## config.mk

```make
export PLATFORM = sky130hd
export DESIGN_NAME = size_class_chunk_allocator_flat
export DESIGN_NICKNAME = d
export VERILOG_FILES = /design/src/scca_pkg.sv /design/src/scca_channels_if.sv /design/src/scca_datapath.sv /design/src/scca_controller.sv /design/src/size_class_chunk_allocator.sv /design/src/flat_wrapper.sv
export SDC_FILE = /design/constraint.sdc
export NUM_CORES = 1
export LEC_CHECK = 0
export ABC_AREA = 1
export BUFFER_PORTS_ARGS = -buffer_cell sky130_fd_sc_hd__buf_2
export CAP_MARGIN = 20
export CORE_MARGIN = 4
export CORE_UTILIZATION = 49
export CTS_CLUSTER_SIZE = 12
export DETAILED_ROUTE_END_ITERATION = 8
export PLACE_DENSITY = 0.67
export SLEW_MARGIN = 20
export SYNTH_ARGS = -nofsm -noshare
export SYNTH_HDL_FRONTEND = slang
export SYNTH_HIERARCHICAL = 1
export SYNTH_SLANG_ARGS = --single-unit
```

## constraint.sdc

```tcl
create_clock -name clock -period 6.5 [get_ports clock]
set_clock_uncertainty 0.05 [all_clocks]
set_input_delay 0.65 -clock clock [delete_from_list [all_inputs] [get_ports clock]]
set_output_delay 0.65 -clock clock [all_outputs]
set_load 0.01 [all_outputs]
```

## src/scca_pkg.sv

```systemverilog
// size-class chunk allocator: shared widths, codes, chunk geometry and command struct
// depends on nothing; imported by the channel interfaces and every module of the block

package scca_pkg;

   // pool geometry
   localparam int CHUNK_COUNT   = 16;
   localparam int GRANULE_BYTES = 8;
   localparam int GRANULE_SHIFT = $clog2(GRANULE_BYTES);
   localparam int POOL_BYTES    = GRANULE_BYTES * CHUNK_COUNT * (CHUNK_COUNT + 1) / 2;
   localparam int MAX_REQUEST   = GRANULE_BYTES * CHUNK_COUNT;

   // field widths
   localparam int BYTES_W  = 8;
   localparam int OFFSET_W = 11;
   localparam int STATUS_W = 2;
   localparam int INDEX_W  = $clog2(CHUNK_COUNT);
   localparam int COUNT_W  = $clog2(CHUNK_COUNT + 1);
   localparam int PCT_W    = 7;

   // usage percent: used * 100 / POOL_BYTES through a reciprocal multiply
   localparam int PCT_SCALE    = 100;
   localparam int SCALED_W     = $clog2(POOL_BYTES * PCT_SCALE + 1);
   localparam int RECIP_SHIFT  = 20;
   localparam int RECIP_MULT   = (1 << RECIP_SHIFT) / POOL_BYTES;

   typedef logic [BYTES_W-1:0]     bytes_type;
   typedef logic [OFFSET_W-1:0]    offset_type;
   typedef logic [STATUS_W-1:0]    status_type;
   typedef logic [INDEX_W-1:0]     index_type;
   typedef logic [COUNT_W-1:0]     count_type;
   typedef logic [PCT_W-1:0]       pct_type;
   typedef logic [SCALED_W-1:0]    scaled_type;
   typedef logic [CHUNK_COUNT-1:0] chunk_map_type;

   // request kinds
   localparam logic KIND_ALLOC = 1'b0;
   localparam logic KIND_FREE  = 1'b1;

   // result status codes
   localparam status_type STATUS_OK         = 2'd0;
   localparam status_type STATUS_NO_CHUNK   = 2'd1;
   localparam status_type STATUS_BAD_OFFSET = 2'd2;

   // controller to datapath commands
   typedef struct packed {
      logic load;
      logic exec;
      logic scale;
      logic estimate;
      logic publish;
   } scca_cmd_type;

   // first byte of chunk idx
   function automatic offset_type chunk_start(input int idx);
      return OFFSET_W'(GRANULE_BYTES * idx * (idx + 1) / 2);
   endfunction

   // size of chunk idx in bytes
   function automatic offset_type chunk_bytes(input index_type idx);
      return OFFSET_W'((32'(idx) + 32'd1) * GRANULE_BYTES);
   endfunction

endpackage

```

## src/scca_channels_if.sv

```systemverilog
// size-class chunk allocator: request and response channel interfaces
// depends on scca_pkg for the payload types

interface scca_req_if import scca_pkg::*; ();
   logic       valid;
   logic       ready;
   logic       kind;
   bytes_type  request_bytes;
   offset_type release_offset;

   modport source (output valid, output kind, output request_bytes, output release_offset,
                   input ready);
   modport sink   (input valid, input kind, input request_bytes, input release_offset,
                   output ready);
endinterface

interface scca_rsp_if import scca_pkg::*; ();
   logic       valid;
   logic       ready;
   status_type status;
   offset_type granted_offset;
   index_type  granted_index;
   offset_type used_bytes;
   count_type  used_chunks;
   pct_type    usage_percent;

   modport source (output valid, output status, output granted_offset, output granted_index,
                   output used_bytes, output used_chunks, output usage_percent,
                   input ready);
   modport sink   (input valid, input status, input granted_offset, input granted_index,
                   input used_bytes, input used_chunks, input usage_percent,
                   output ready);
endinterface

```

## src/scca_datapath.sv

```systemverilog
// size-class chunk allocator datapath: chunk map, first-fit search, offset match,
// running usage counters, percent calculation and response register; uses scca_pkg

module scca_datapath import scca_pkg::*; (
   input  logic         clock,
   input  logic         reset,
   input  scca_cmd_type cmd,
   input  logic         in_kind,
   input  bytes_type    in_request_bytes,
   input  offset_type   in_release_offset,
   output status_type   out_status,
   output offset_type   out_granted_offset,
   output index_type    out_granted_index,
   output offset_type   out_used_bytes,
   output count_type    out_used_chunks,
   output pct_type      out_usage_percent
);

   logic          kind_ff;
   bytes_type     nbytes_ff;
   offset_type    offset_ff;
   chunk_map_type in_use_ff, in_use_in;
   offset_type    used_bytes_ff, used_bytes_in;
   count_type     used_chunks_ff, used_chunks_in;
   status_type    status_ff, status_in;
   offset_type    goff_ff, goff_in;
   index_type     gidx_ff, gidx_in;
   scaled_type    scaled_ff, scaled_in;
   pct_type       quot_ff, quot_in;
   pct_type       pct_fixed;
   status_type    out_status_ff;
   offset_type    out_goff_ff;
   index_type     out_gidx_ff;
   offset_type    out_used_bytes_ff;
   count_type     out_used_chunks_ff;
   pct_type       out_pct_ff;

   bytes_type     size_class;
   logic          size_ok;
   logic          alloc_found;
   index_type     alloc_idx;
   offset_type    alloc_off;
   logic          free_found;
   index_type     free_idx;
   logic [31:0]   recip_prod;
   logic [31:0]   remainder;

   // request capture on the input transfer
   always_ff @(posedge clock) begin
      if (cmd.load) begin
         kind_ff   <= in_kind;
         nbytes_ff <= in_request_bytes;
         offset_ff <= in_release_offset;
      end
   end

   // smallest fitting class and size range check
   assign size_class = (nbytes_ff - 1'b1) >> GRANULE_SHIFT;
   assign size_ok    = (nbytes_ff != '0) && (32'(nbytes_ff) <= MAX_REQUEST);

   // first free chunk from the class upward, lowest index wins
   always_comb begin
      alloc_found = 1'b0;
      alloc_idx   = '0;
      alloc_off   = '0;
      for (int i = CHUNK_COUNT - 1; i >= 0; i--) begin
         if (!in_use_ff[i] && (32'(size_class) <= i)) begin
            alloc_found = 1'b1;
            alloc_idx   = INDEX_W'(i);
            alloc_off   = chunk_start(i);
         end
      end
   end

   // chunk whose start equals the release offset
   always_comb begin
      free_found = 1'b0;
      free_idx   = '0;
      for (int i = CHUNK_COUNT - 1; i >= 0; i--) begin
         if (offset_ff == chunk_start(i)) begin
            free_found = 1'b1;
            free_idx   = INDEX_W'(i);
         end
      end
   end

   // map and counter update for the request
   always_comb begin
      in_use_in      = in_use_ff;
      used_bytes_in  = used_bytes_ff;
      used_chunks_in = used_chunks_ff;
      status_in      = STATUS_OK;
      goff_in        = '0;
      gidx_in        = '0;
      if (kind_ff == KIND_ALLOC) begin
         if (size_ok && alloc_found) begin
            in_use_in[alloc_idx] = 1'b1;
            used_bytes_in        = used_bytes_ff + chunk_bytes(alloc_idx);
            used_chunks_in       = used_chunks_ff + 1'b1;
            goff_in              = alloc_off;
            gidx_in              = alloc_idx;
         end else begin
            status_in = STATUS_NO_CHUNK;
         end
      end else begin
         if (free_found) begin
            gidx_in = free_idx;
            // freeing a chunk that is already free changes nothing
            if (in_use_ff[free_idx]) begin
               in_use_in[free_idx] = 1'b0;
               used_bytes_in       = used_bytes_ff - chunk_bytes(free_idx);
               used_chunks_in      = used_chunks_ff - 1'b1;
            end
         end else begin
            status_in = STATUS_BAD_OFFSET;
         end
      end
   end

   always_ff @(posedge clock) begin
      if (reset) begin
         in_use_ff      <= '0;
         used_bytes_ff  <= '0;
         used_chunks_ff <= '0;
      end else if (cmd.exec) begin
         in_use_ff      <= in_use_in;
         used_bytes_ff  <= used_bytes_in;
         used_chunks_ff <= used_chunks_in;
      end
   end

   always_ff @(posedge clock) begin
      if (cmd.exec) begin
         status_ff <= status_in;
         goff_ff   <= goff_in;
         gidx_ff   <= gidx_in;
      end
   end

   // percent: scale by 100, reciprocal estimate, then one correction step
   assign scaled_in  = SCALED_W'(32'(used_bytes_ff) * PCT_SCALE);
   assign recip_prod = 32'(scaled_ff) * 32'(RECIP_MULT);
   assign quot_in    = PCT_W'(recip_prod >> RECIP_SHIFT);
   assign remainder  = 32'(scaled_ff) - 32'(quot_ff) * 32'(POOL_BYTES);
   assign pct_fixed  = (remainder >= 32'(POOL_BYTES)) ? quot_ff + 1'b1 : quot_ff;

   always_ff @(posedge clock) begin
      if (cmd.scale) begin
         scaled_ff <= scaled_in;
      end
      if (cmd.estimate) begin
         quot_ff <= quot_in;
      end
   end

   // response register
   always_ff @(posedge clock) begin
      if (cmd.publish) begin
         out_status_ff      <= status_ff;
         out_goff_ff        <= goff_ff;
         out_gidx_ff        <= gidx_ff;
         out_used_bytes_ff  <= used_bytes_ff;
         out_used_chunks_ff <= used_chunks_ff;
         out_pct_ff         <= pct_fixed;
      end
   end

   assign out_status         = out_status_ff;
   assign out_granted_offset = out_goff_ff;
   assign out_granted_index  = out_gidx_ff;
   assign out_used_bytes     = out_used_bytes_ff;
   assign out_used_chunks    = out_used_chunks_ff;
   assign out_usage_percent  = out_pct_ff;

   // chunk counter tracks the map
   a_count_matches_map: assert property (@(posedge clock) disable iff (reset)
      32'(used_chunks_ff) == $countones(in_use_ff))
      else $error("chunk counter out of step with chunk map");

   // a grant always lands on a chunk that was free
   a_grant_was_free: assert property (@(posedge clock) disable iff (reset)
      (cmd.exec && kind_ff == KIND_ALLOC && status_in == STATUS_OK) |->
         !in_use_ff[alloc_idx] && in_use_in[alloc_idx])
      else $error("allocate granted a chunk already in use");

   // published percent never above a full pool
   a_pct_in_range: assert property (@(posedge clock) disable iff (reset)
      cmd.publish |=> (32'(out_pct_ff) <= PCT_SCALE))
      else $error("usage percent above full pool");

endmodule

```

## src/scca_controller.sv

```systemverilog
// size-class chunk allocator controller: sequences one request through the datapath
// and owns the response valid flag; uses scca_pkg for the command struct

module scca_controller import scca_pkg::*; (
   input  logic         clock,
   input  logic         reset,
   input  logic         req_valid,
   output logic         req_ready,
   output logic         rsp_valid,
   input  logic         rsp_ready,
   output scca_cmd_type cmd
);

   localparam logic [2:0] S_IDLE  = 3'd0;
   localparam logic [2:0] S_EXEC  = 3'd1;
   localparam logic [2:0] S_SCALE = 3'd2;
   localparam logic [2:0] S_EST   = 3'd3;
   localparam logic [2:0] S_DONE  = 3'd4;

   logic [2:0] state_ff, state_in;
   logic       rsp_valid_ff, rsp_valid_in;
   logic       accept;
   logic       publish;

   assign req_ready = (state_ff == S_IDLE);
   assign accept    = req_valid && req_ready;
   // result may go out when the response register is empty or draining
   assign publish   = (state_ff == S_DONE) && (!rsp_valid_ff || rsp_ready);

   // next state
   always_comb begin
      state_in = state_ff;
      unique case (state_ff)
         S_IDLE:  if (accept) state_in = S_EXEC;
         S_EXEC:  state_in = S_SCALE;
         S_SCALE: state_in = S_EST;
         S_EST:   state_in = S_DONE;
         S_DONE:  if (publish) state_in = S_IDLE;
         default: state_in = S_IDLE;
      endcase
   end

   // response valid flag
   always_comb begin
      rsp_valid_in = rsp_valid_ff;
      if (publish) begin
         rsp_valid_in = 1'b1;
      end else if (rsp_ready) begin
         rsp_valid_in = 1'b0;
      end
   end

   always_ff @(posedge clock) begin
      if (reset) begin
         state_ff     <= S_IDLE;
         rsp_valid_ff <= 1'b0;
      end else begin
         state_ff     <= state_in;
         rsp_valid_ff <= rsp_valid_in;
      end
   end

   assign rsp_valid    = rsp_valid_ff;
   assign cmd.load     = accept;
   assign cmd.exec     = (state_ff == S_EXEC);
   assign cmd.scale    = (state_ff == S_SCALE);
   assign cmd.estimate = (state_ff == S_EST);
   assign cmd.publish  = publish;

   // a response appears only out of the final step
   a_valid_from_done: assert property (@(posedge clock) disable iff (reset)
      $rose(rsp_valid_ff) |-> $past(state_ff == S_DONE))
      else $error("response valid raised outside the final step");

   // an accepted request starts execution next cycle
   a_accept_to_exec: assert property (@(posedge clock) disable iff (reset)
      accept |=> (state_ff == S_EXEC))
      else $error("accepted request did not start");

   // a finished result waits while the response register is full and stalled
   a_done_holds: assert property (@(posedge clock) disable iff (reset)
      (state_ff == S_DONE && rsp_valid_ff && !rsp_ready) |=> (state_ff == S_DONE))
      else $error("result overwrote a stalled response");

endmodule

```

## src/size_class_chunk_allocator.sv

```systemverilog
// size-class chunk allocator top level: joins controller and datapath to the channels
// depends on scca_pkg, scca_req_if, scca_rsp_if, scca_controller and scca_datapath
//
// A pool of 1088 bytes is split into 16 chunks; chunk i holds 8*(i+1) bytes and
// starts at offset 8*i*(i+1)/2. Requests come in on req_chan (valid/ready): kind 0
// allocates request_bytes by first fit from the smallest fitting class upward, kind 1
// frees the chunk that starts at release_offset. Every request gives exactly one
// response on rsp_chan with status, granted offset and index, and the pool usage
// (bytes, chunks, percent) after the request.
// After the request transfer the sequencer steps through update, scale, reciprocal
// estimate and correction, and the result is published into the response register
// once that register is free or draining. One request is in progress at a time, so
// the block takes no new request until the current result has been published.
// The response register lets the next request be taken while a result waits; if
// the receiver stalls, the following result holds in the datapath until the
// register drains, and no further request is taken until then.
// Synchronous reset marks every chunk free, clears the usage counters and empties
// the response register.

module size_class_chunk_allocator import scca_pkg::*; (
   input logic      clock,
   input logic      reset,
   scca_req_if.sink   req_chan,
   scca_rsp_if.source rsp_chan
);

   scca_cmd_type cmd;

   // sequencing
   scca_controller u_controller (
      .clock     (clock),
      .reset     (reset),
      .req_valid (req_chan.valid),
      .req_ready (req_chan.ready),
      .rsp_valid (rsp_chan.valid),
      .rsp_ready (rsp_chan.ready),
      .cmd       (cmd)
   );

   // chunk map, search and usage
   scca_datapath u_datapath (
      .clock              (clock),
      .reset              (reset),
      .cmd                (cmd),
      .in_kind            (req_chan.kind),
      .in_request_bytes   (req_chan.request_bytes),
      .in_release_offset  (req_chan.release_offset),
      .out_status         (rsp_chan.status),
      .out_granted_offset (rsp_chan.granted_offset),
      .out_granted_index  (rsp_chan.granted_index),
      .out_used_bytes     (rsp_chan.used_bytes),
      .out_used_chunks    (rsp_chan.used_chunks),
      .out_usage_percent  (rsp_chan.usage_percent)
   );

endmodule
```

## src/flat_wrapper.sv

```systemverilog
// flat-port wrapper written by rule: the top's interface ports become plain ports
module size_class_chunk_allocator_flat import scca_pkg::*;
  (clock, reset, req_chan_valid, req_chan_kind, req_chan_request_bytes, req_chan_release_offset, req_chan_ready, rsp_chan_valid, rsp_chan_status, rsp_chan_granted_offset, rsp_chan_granted_index, rsp_chan_used_bytes, rsp_chan_used_chunks, rsp_chan_usage_percent, rsp_chan_ready);
  scca_req_if req_chan_i ();
  scca_rsp_if rsp_chan_i ();
  input logic clock;
  input logic reset;
  input wire logic [$bits(req_chan_i.valid)-1:0] req_chan_valid;
  input wire logic [$bits(req_chan_i.kind)-1:0] req_chan_kind;
  input wire logic [$bits(req_chan_i.request_bytes)-1:0] req_chan_request_bytes;
  input wire logic [$bits(req_chan_i.release_offset)-1:0] req_chan_release_offset;
  output wire logic [$bits(req_chan_i.ready)-1:0] req_chan_ready;
  output wire logic [$bits(rsp_chan_i.valid)-1:0] rsp_chan_valid;
  output wire logic [$bits(rsp_chan_i.status)-1:0] rsp_chan_status;
  output wire logic [$bits(rsp_chan_i.granted_offset)-1:0] rsp_chan_granted_offset;
  output wire logic [$bits(rsp_chan_i.granted_index)-1:0] rsp_chan_granted_index;
  output wire logic [$bits(rsp_chan_i.used_bytes)-1:0] rsp_chan_used_bytes;
  output wire logic [$bits(rsp_chan_i.used_chunks)-1:0] rsp_chan_used_chunks;
  output wire logic [$bits(rsp_chan_i.usage_percent)-1:0] rsp_chan_usage_percent;
  input wire logic [$bits(rsp_chan_i.ready)-1:0] rsp_chan_ready;
  assign req_chan_i.valid = req_chan_valid;
  assign req_chan_i.kind = req_chan_kind;
  assign req_chan_i.request_bytes = req_chan_request_bytes;
  assign req_chan_i.release_offset = req_chan_release_offset;
  assign req_chan_ready = req_chan_i.ready;
  assign rsp_chan_valid = rsp_chan_i.valid;
  assign rsp_chan_status = rsp_chan_i.status;
  assign rsp_chan_granted_offset = rsp_chan_i.granted_offset;
  assign rsp_chan_granted_index = rsp_chan_i.granted_index;
  assign rsp_chan_used_bytes = rsp_chan_i.used_bytes;
  assign rsp_chan_used_chunks = rsp_chan_i.used_chunks;
  assign rsp_chan_usage_percent = rsp_chan_i.usage_percent;
  assign rsp_chan_i.ready = rsp_chan_ready;
  size_class_chunk_allocator u_core (.clock(clock), .reset(reset), .req_chan(req_chan_i), .rsp_chan(rsp_chan_i));
endmodule
```

==> results of run 1 <==
logic make-up (layout without fill, tap and decap cells):
| logic type | after synthesis | after routing | synth area share [%] |
|---|---|---|---|
| buf+inv | 189 | 260 | 8.29 |
| xor+xnor | 37 | 37 | 3.47 |
| fa+ha+maj | 161 | 161 | 24.5 |
| other cells | 1 | 7 | 0.0402 |
| simple gates | 350 | 350 | 18.6 |
| flops | 118 | 118 | 34.4 |
| compound gates | 167 | 167 | 10.6 |
through the flow:
stage               total power, uW  util, %
floorplan                      1560        -
global placement               1710     52.5
detailed placement             1730     52.5
CTS                            2710     55.7
global route                   2890     55.7
finish                         2690     55.7
cell usage after synthesis, drive strengths merged (5+ instances only):
cell type / number
a21oi: 71
buf: 16
clkbuf: 5
dfxtp: 33
edfxtp: 85
fa: 36
ha: 125
inv: 165
nand2: 152
nand3: 41
nand4: 15
nor2: 109
nor3: 19
nor4: 7
o211ai: 7
o21ai: 62
xnor2: 13
xor2: 24
worst max-delay path by stage:
stage	start	to	slack [ns]	cells after the start
5_1_grt	u_core/u_datapath/nbytes_ff[5]$_DFFE_PP_	u_core/u_datapath/used_bytes_ff[10]$_SDFFE_PP0P_	1.07	44
3_3_place_gp	u_core/u_datapath/scaled_ff[7]$_DFFE_PP_	u_core/u_datapath/quot_ff[4]$_DFFE_PP_	1.60	21
6_report	u_core/u_datapath/scaled_ff[7]$_DFFE_PP_	u_core/u_datapath/quot_ff[4]$_DFFE_PP_	1.45	21
3_5_place_dp	u_core/u_datapath/scaled_ff[7]$_DFFE_PP_	u_core/u_datapath/quot_ff[4]$_DFFE_PP_	1.46	21
4_1_cts	u_core/u_datapath/scaled_ff[7]$_DFFE_PP_	u_core/u_datapath/quot_ff[4]$_DFFE_PP_	1.44	21
2_1_floorplan	u_core/u_datapath/scaled_ff[7]$_DFFE_PP_	u_core/u_datapath/quot_ff[4]$_DFFE_PP_	1.83	21
area by class of cell:
cell class / count / area (um2) / area share [%]
multi-input combinational: 722 / 5370 / 51.5
sequential: 118 / 3210 / 30.8
inverter: 168 / 636 / 6.10
clock buffer: 17 / 425 / 4.08
timing repair buffer: 60 / 305 / 2.93
tap: 234 / 293 / 2.81
clock inverter: 15 / 180 / 1.73
power groups by stage:
| stage | Clock (uW) | Sequential (uW) | Combinational [uW] |
|---|---|---|---|
| global route | 1030 | 907 | 952 |
| CTS | 988 | 903 | 818 |
| global placement | 0 | 918 | 793 |
| detailed placement | 0 | 918 | 808 |
| finish | 966 | 902 | 819 |
| floorplan | 0 | 905 | 651 |
per-layer routing:
layer | GRT usage, % | part of all wire (%) | wire length (um) | vias up
li1 | - | - | - | 3570
met1 | 26.8 | 47 | 9070 | 3221
met2 | 29.8 | 46 | 8730 | 197
met3 | 3.80 | 5.5 | 1060 | 28
met4 | 5.74 | 1.6 | 316 | 0
met5 | 0 | 0 | 0 | -
flip-flops by register name, indices dropped and copies added, names as in the netlist, 3 cells and up:
register,count
u_core/u_datapath/used_chunks_ff,5
u_core/u_datapath/out_granted_offset,7
u_core/u_datapath/gidx_ff,4
u_core/u_datapath/nbytes_ff,8
u_core/u_controller/state_ff,3
u_core/u_datapath/in_use_ff,16
u_core/u_datapath/out_used_bytes,8
u_core/u_datapath/out_usage_percent,7
u_core/u_datapath/out_used_chunks,5
u_core/u_datapath/goff_ff,7
u_core/u_datapath/used_bytes_ff,8
u_core/u_datapath/scaled_ff,12
u_core/u_datapath/quot_ff,7
u_core/u_datapath/out_granted_index,4
u_core/u_datapath/offset_ff,11
critical path: stages (launching register included):
cell	delay [ns]
edfxtp_1	0.55
fa_1	0.56
inv_1	0.06
fa_1	0.48
fa_1	0.51
inv_1	0.05
ha_1	0.28
inv_1	0.06
fa_1	0.50
inv_1	0.04
ha_1	0.31
nand2_1	0.07
nor2_1	0.05
a211oi_1	0.23
o221ai_1	0.17
nand2_1	0.08
inv_1	0.04
or2_2	0.31
nand3_1	0.08
nand2_1	0.08
a21oi_1	0.17
xor2_1	0.08
==> reports/qor.yml, run 1 <==
p_per_area_nw_per_um2: 258
r2r-start: "u_core/u_datapath/scaled_ff[7]$_DFFE_PP_"
synth_top_area_share_pct: 27.4
grt_usage_pct: 19.0
ant_nets: 0
cts_tree: "yes"
synth-main-ff-cell: "edfxtp_1"
hold_start: "req_chan_release_offset[4]"
clock.fmax_mhz: 198
cp.required_ns: 6.62
drv_cap: 0
synth_warnings: 6
setup_viol: 0
wl_per_cell_um: 14.4
cts_sinks: 118
antenna_found_initial: 0
dp.cells: 1302
synth_cell_types: 60
drt_iter0_markers: 508
core_um2: 18700
p_int_uw: 1770
die_y_um: 146
power.static_leakage_uw: 0.00481
io_buffers: 58
syn_inst: 1023
start_util_pct: 49.9
diodes: 0
fin_crit_sh_pct: 77.7
layout.cells.non_filler: 1334
fin_ws_ns: 1.45
clk_pin_slew_worst_paths_ns: 0.06
wirelength_um: 19200
ctsHtreeMaxLevel: 4
worstSkewPairLatency_ns: 0.43
stdcell_area_um2: 10400
first_pass_iters: 5
cp.arrival_ns: 5.17
status: "finished clean"
place_congestion: 0.893
die_w_um: 146
drc_errors: 0
syn_to_final_growth_pct: 11.7
yosysSeqAreaShare_pct: 34.4
switching_share_pct: 34.1
min_path_type: "in2reg"
crit_path_max_fanout: 8
synth_area_leaders: "edfxtp_1, ha_1, fa_1, dfxtp_1, inv_1"
ir_worst_vdd_mv: 0.211
ctsHoldBuffers: 0
vias_per_cell: 5.26
layout.nets: 1272
postCtsSetupRepairBufs: 0
drive_gt1_share_pct: 16.6
ys_ff_latch: 118
fill_cells: 1685
async_flop_share_pct: 0
p_clk_share_pct: 36.0
rsz0062_at_grt: "false"
root_buffer: "clkbuf_16"
holdWs_ns: 0.345
postSynthAreaPerCell_um2: 9.12
post_cts_resized: 0
ios: 66
crit_path_end_kind: "flip-flop"
yosysTopAreaCell: "edfxtp_1"
layout_commonest_cell: "inv_1"
vias: 7016
grt_pass1_vias: 6798
min_to: "u_core/u_datapath/offset_ff[4]$_DFFE_PP_"
die-area_um2: 21300
rows: 50
combPwrFrac_pct: 30.5
dp_hpwl_um: 15000
setup_tns_ns: 0
power.switching_uw: 916
holdPathStages: 1
worstRegToRegCells: 21
cts-buffers-inserted: 17
overflow: 0
placed_area_um2: 9820
grt_max_degree: 34
relSlewSlack_pct: 33.8
hold_viol_final: 0
pre_cts_ws_ns: 1.46
grt_pass1_wl_um: 33100
drv_slew: 0
r2r_end: "u_core/u_datapath/quot_ff[4]$_DFFE_PP_"
worstMarginPinSlew_ns: 0.991
r2r_slack_ns: 1.45
worstSetupPathType: "reg2reg"
seq_power_share_pct: 33.6
start_kind: "flip-flop"
synth_area_um2: 9330
synth-edff-count: 85
most-common-layout-cells: "inv_1, nand2_1, ha_1"
period_needed_ns: 5.05
clockBufferDepth: 2
(Power assumes the default switching activity.)
==> run 2: changes to the inputs <==
==> constraint.sdc (replaced) <==
create_clock -name clock -period 5.05 [get_ports clock]
set_clock_uncertainty 0.05 [all_clocks]
set_input_delay 0.505 -clock clock [delete_from_list [all_inputs] [get_ports clock]]
set_output_delay 0.505 -clock clock [all_outputs]
set_load 0.01 [all_outputs]
==> run 2 against run 1 <==
Compared with the run above:
- combinational power is 36% higher
- design area is 2.1% higher
- wire length is 2.7% higher
- sequential share of layout area is 0.62 points lower
- clock power is 26% higher
- non-clock buffer count is 19 higher
- fmax is 6.0% higher
- die area stayed put
- register-to-register slack worse by 1.2 ns
- hold slack worse by 0.14 ns
- count of clock-buffer cells in the layout is 1 higher
- sequential power is 27% higher
==> reports/qor.yml, run 2 (synthesis gave the netlist of run 1 again) <==
worstMarginPinSlew_ns: 1.01  # was 0.991 ns
dp_hpwl_um: 15200  # was 15000 um
switching_share_pct: 33.9  # was 34.1%
diodes: 0  # unchanged
layout_commonest_cell: "inv_1"  # unchanged
register_area_um2: 3210  # unchanged
vias: 7029  # was 7016
period_needed_ns: 4.76  # was 5.05 ns
crit_path_end_kind: "flip-flop"  # unchanged
grt_pass1_vias: 6828  # was 6798
drv_slew: 0  # unchanged
setup_tns_ns: 0  # unchanged
fill_cells: 1649  # was 1685
first_pass_iters: 5  # unchanged
core_um2: 18700  # unchanged
total_power_uw: 3480  # was 2690 uW
clockBufferDepth: 2  # unchanged
grt_usage_pct: 19.0  # about the same
drc_errors: 0  # unchanged
p_clk_share_pct: 34.9  # was 36.0%
hold_viol_final: 0  # unchanged
root_buffer: "clkbuf_16"  # unchanged
overflow: 0  # unchanged
setup_viol: 0  # unchanged
placed_area_um2: 9860  # was 9820 um2
ios: 66  # unchanged
ctsHoldBuffers: 0  # unchanged
multiInputGateArea_um2: 5460  # was 5370 um2
start_util_pct: 49.9  # unchanged
syn_to_final_growth_pct: 14.1  # was 11.7%
fin_crit_sh_pct: 94.3  # was 77.7%
power.static_leakage_uw: 0.00490  # was 0.00481 uW
grt_max_degree: 34  # unchanged
combPwrFrac_pct: 31.9  # was 30.5%
layout.nets: 1291  # was 1272
cts-buffers-inserted: 17  # unchanged
cp.required_ns: 5.17  # was 6.62 ns
seq_power_share_pct: 33.2  # was 33.6%
io_buffers: 58  # unchanged
power.switching_uw: 1180  # was 916 uW
wl_per_cell_um: 14.6  # was 14.4 um
cts_sinks: 118  # unchanged
die_y_um: 146  # unchanged
ir_worst_vdd_mv: 0.281  # was 0.211 mV
p_per_area_nw_per_um2: 327  # was 258 nW/um2
relSlewSlack_pct: 32.6  # was 33.8%
min_path_type: "in2reg"  # unchanged
worstSkewPairLatency_ns: 0.42  # was 0.43 ns
stdcell_area_um2: 10600  # was 10400 um2
antenna_found_initial: 0  # unchanged
worstSetupPathType: "reg2reg"  # unchanged
reg_top3: "u_core/u_datapath/in_use_ff (16), u_core/u_datapath/scaled_ff (12), u_core/u_datapath/offset_ff (11)"  # unchanged
drive_gt1_share_pct: 19.2  # was 16.6%
most-common-layout-cells: "inv_1, nand2_1, ha_1"  # unchanged
grt_pass1_wl_um: 33100  # about the same
crit_path_max_fanout: 4  # was 8
top_register: "u_core/u_datapath/in_use_ff"  # unchanged
ctsHtreeMaxLevel: 4  # unchanged
drv_cap: 0  # unchanged
place_congestion: 0.893  # about the same
final_core_util_pct: 56.9  # was 55.7%
clk_pin_slew_worst_paths_ns: 0.06  # about the same
ant_nets: 0  # unchanged
vias_per_cell: 5.20  # was 5.26
die_w_um: 146  # unchanged
pre_cts_ws_ns: 0.118  # was 1.46 ns
status: "finished clean"  # unchanged
p_int_uw: 2300  # was 1770 uW
die-area_um2: 21300  # unchanged
start_kind: "flip-flop"  # unchanged
largest_reg_flops: 16  # unchanged
drt_iter0_markers: 483  # was 508
wirelength_um: 19700  # was 19200 um
cp.arrival_ns: 4.88  # was 5.17 ns
rows: 50  # unchanged
fin_ws_ns: 0.286  # was 1.45 ns
cts_tree: "yes"  # unchanged
clock.fmax_mhz: 210  # was 198 MHz
[run 2: changes by cell type in the layout (fill, tap and decap cells not counted), moves of 3 or more]
cell	previous run	this run
nor2_1	89	86
nand2_1	132	128
buf_4	2	21
nand2_2	16	19
[run 2: repair_timing]
action	in CTS	in global routing
endpoints found under the setup margin	0	5
endpoints found under the hold margin	0	0
buffers inserted	0	14
resized for setup	0	23
[run 2: final cells by class]
cell class	count	area share [%]
well taps	234	2.75
repair buffers	79	4.21
flip-flops and latches	118	30.2
multi-input cells	722	51.3
clock inverters	14	1.54
inverters	168	5.97
clock buffers	18	4.03
[run 2: through the flow]
| stage | std cells | hold slack, ns |
|---|---|---|
| detailed placement | 1307 | 0.355 |
| finish | 1353 | 0.205 |
| CTS | 1339 | 0.182 |
| floorplan | 1029 | 0.350 |
| global route | 1353 | 0.186 |
| global placement | 1307 | 0.353 |
[run 2: critical path: stages (launching register included)]
cell and delay [ns]:
edfxtp_1 0.47, fa_1 0.53, inv_1 0.07, fa_1 0.45, fa_1 0.49, inv_1 0.04, ha_1 0.26, inv_1 0.05
fa_1 0.49, inv_1 0.04, ha_1 0.31, nand2_1 0.07, nor2_1 0.05, a211oi_2 0.25, o221ai_2 0.15, nand2_1 0.07
inv_1 0.05, or2_4 0.24, nand3_1 0.08, nand2_2 0.07, a21oi_2 0.15, xor2_1 0.08
[run 2: path summary, 6_finish.rpt]
path                                              startpoint                                           endpoint  slack [ns]  cells after the start
setup / recovery    u_core/u_datapath/scaled_ff[7]$_DFFE_PP_             u_core/u_datapath/quot_ff[4]$_DFFE_PP_        0.29                     21
hold / removal                     req_chan_request_bytes[7]           u_core/u_datapath/nbytes_ff[7]$_DFFE_PP_        0.20                      1
setup reg to reg    u_core/u_datapath/scaled_ff[7]$_DFFE_PP_             u_core/u_datapath/quot_ff[4]$_DFFE_PP_        0.29                     21
hold reg to reg   u_core/u_datapath/goff_ff[9]$_SDFFCE_PP0P_  u_core/u_datapath/out_granted_offset[9]$_DFFE_PP_        0.37                      0
[run 2: routing by layer]
metal	up-vias	global-route usage [%]	wire, um
li1	3599	-	-
met1	3250	26.3	9370
met2	153	30.5	9170
met3	27	3.77	859
met4	0	5.27	299
met5	-	0	0
[run 2: power by group through the flow]
stage	clock network (uW)	logic (uW)	registers (uW)
after floorplan	0	838	1170
after global placement	0	1020	1170
after detailed placement	0	1050	1180
after CTS	1240	1060	1160
after global routing	1290	1290	1160
final	1220	1110	1150
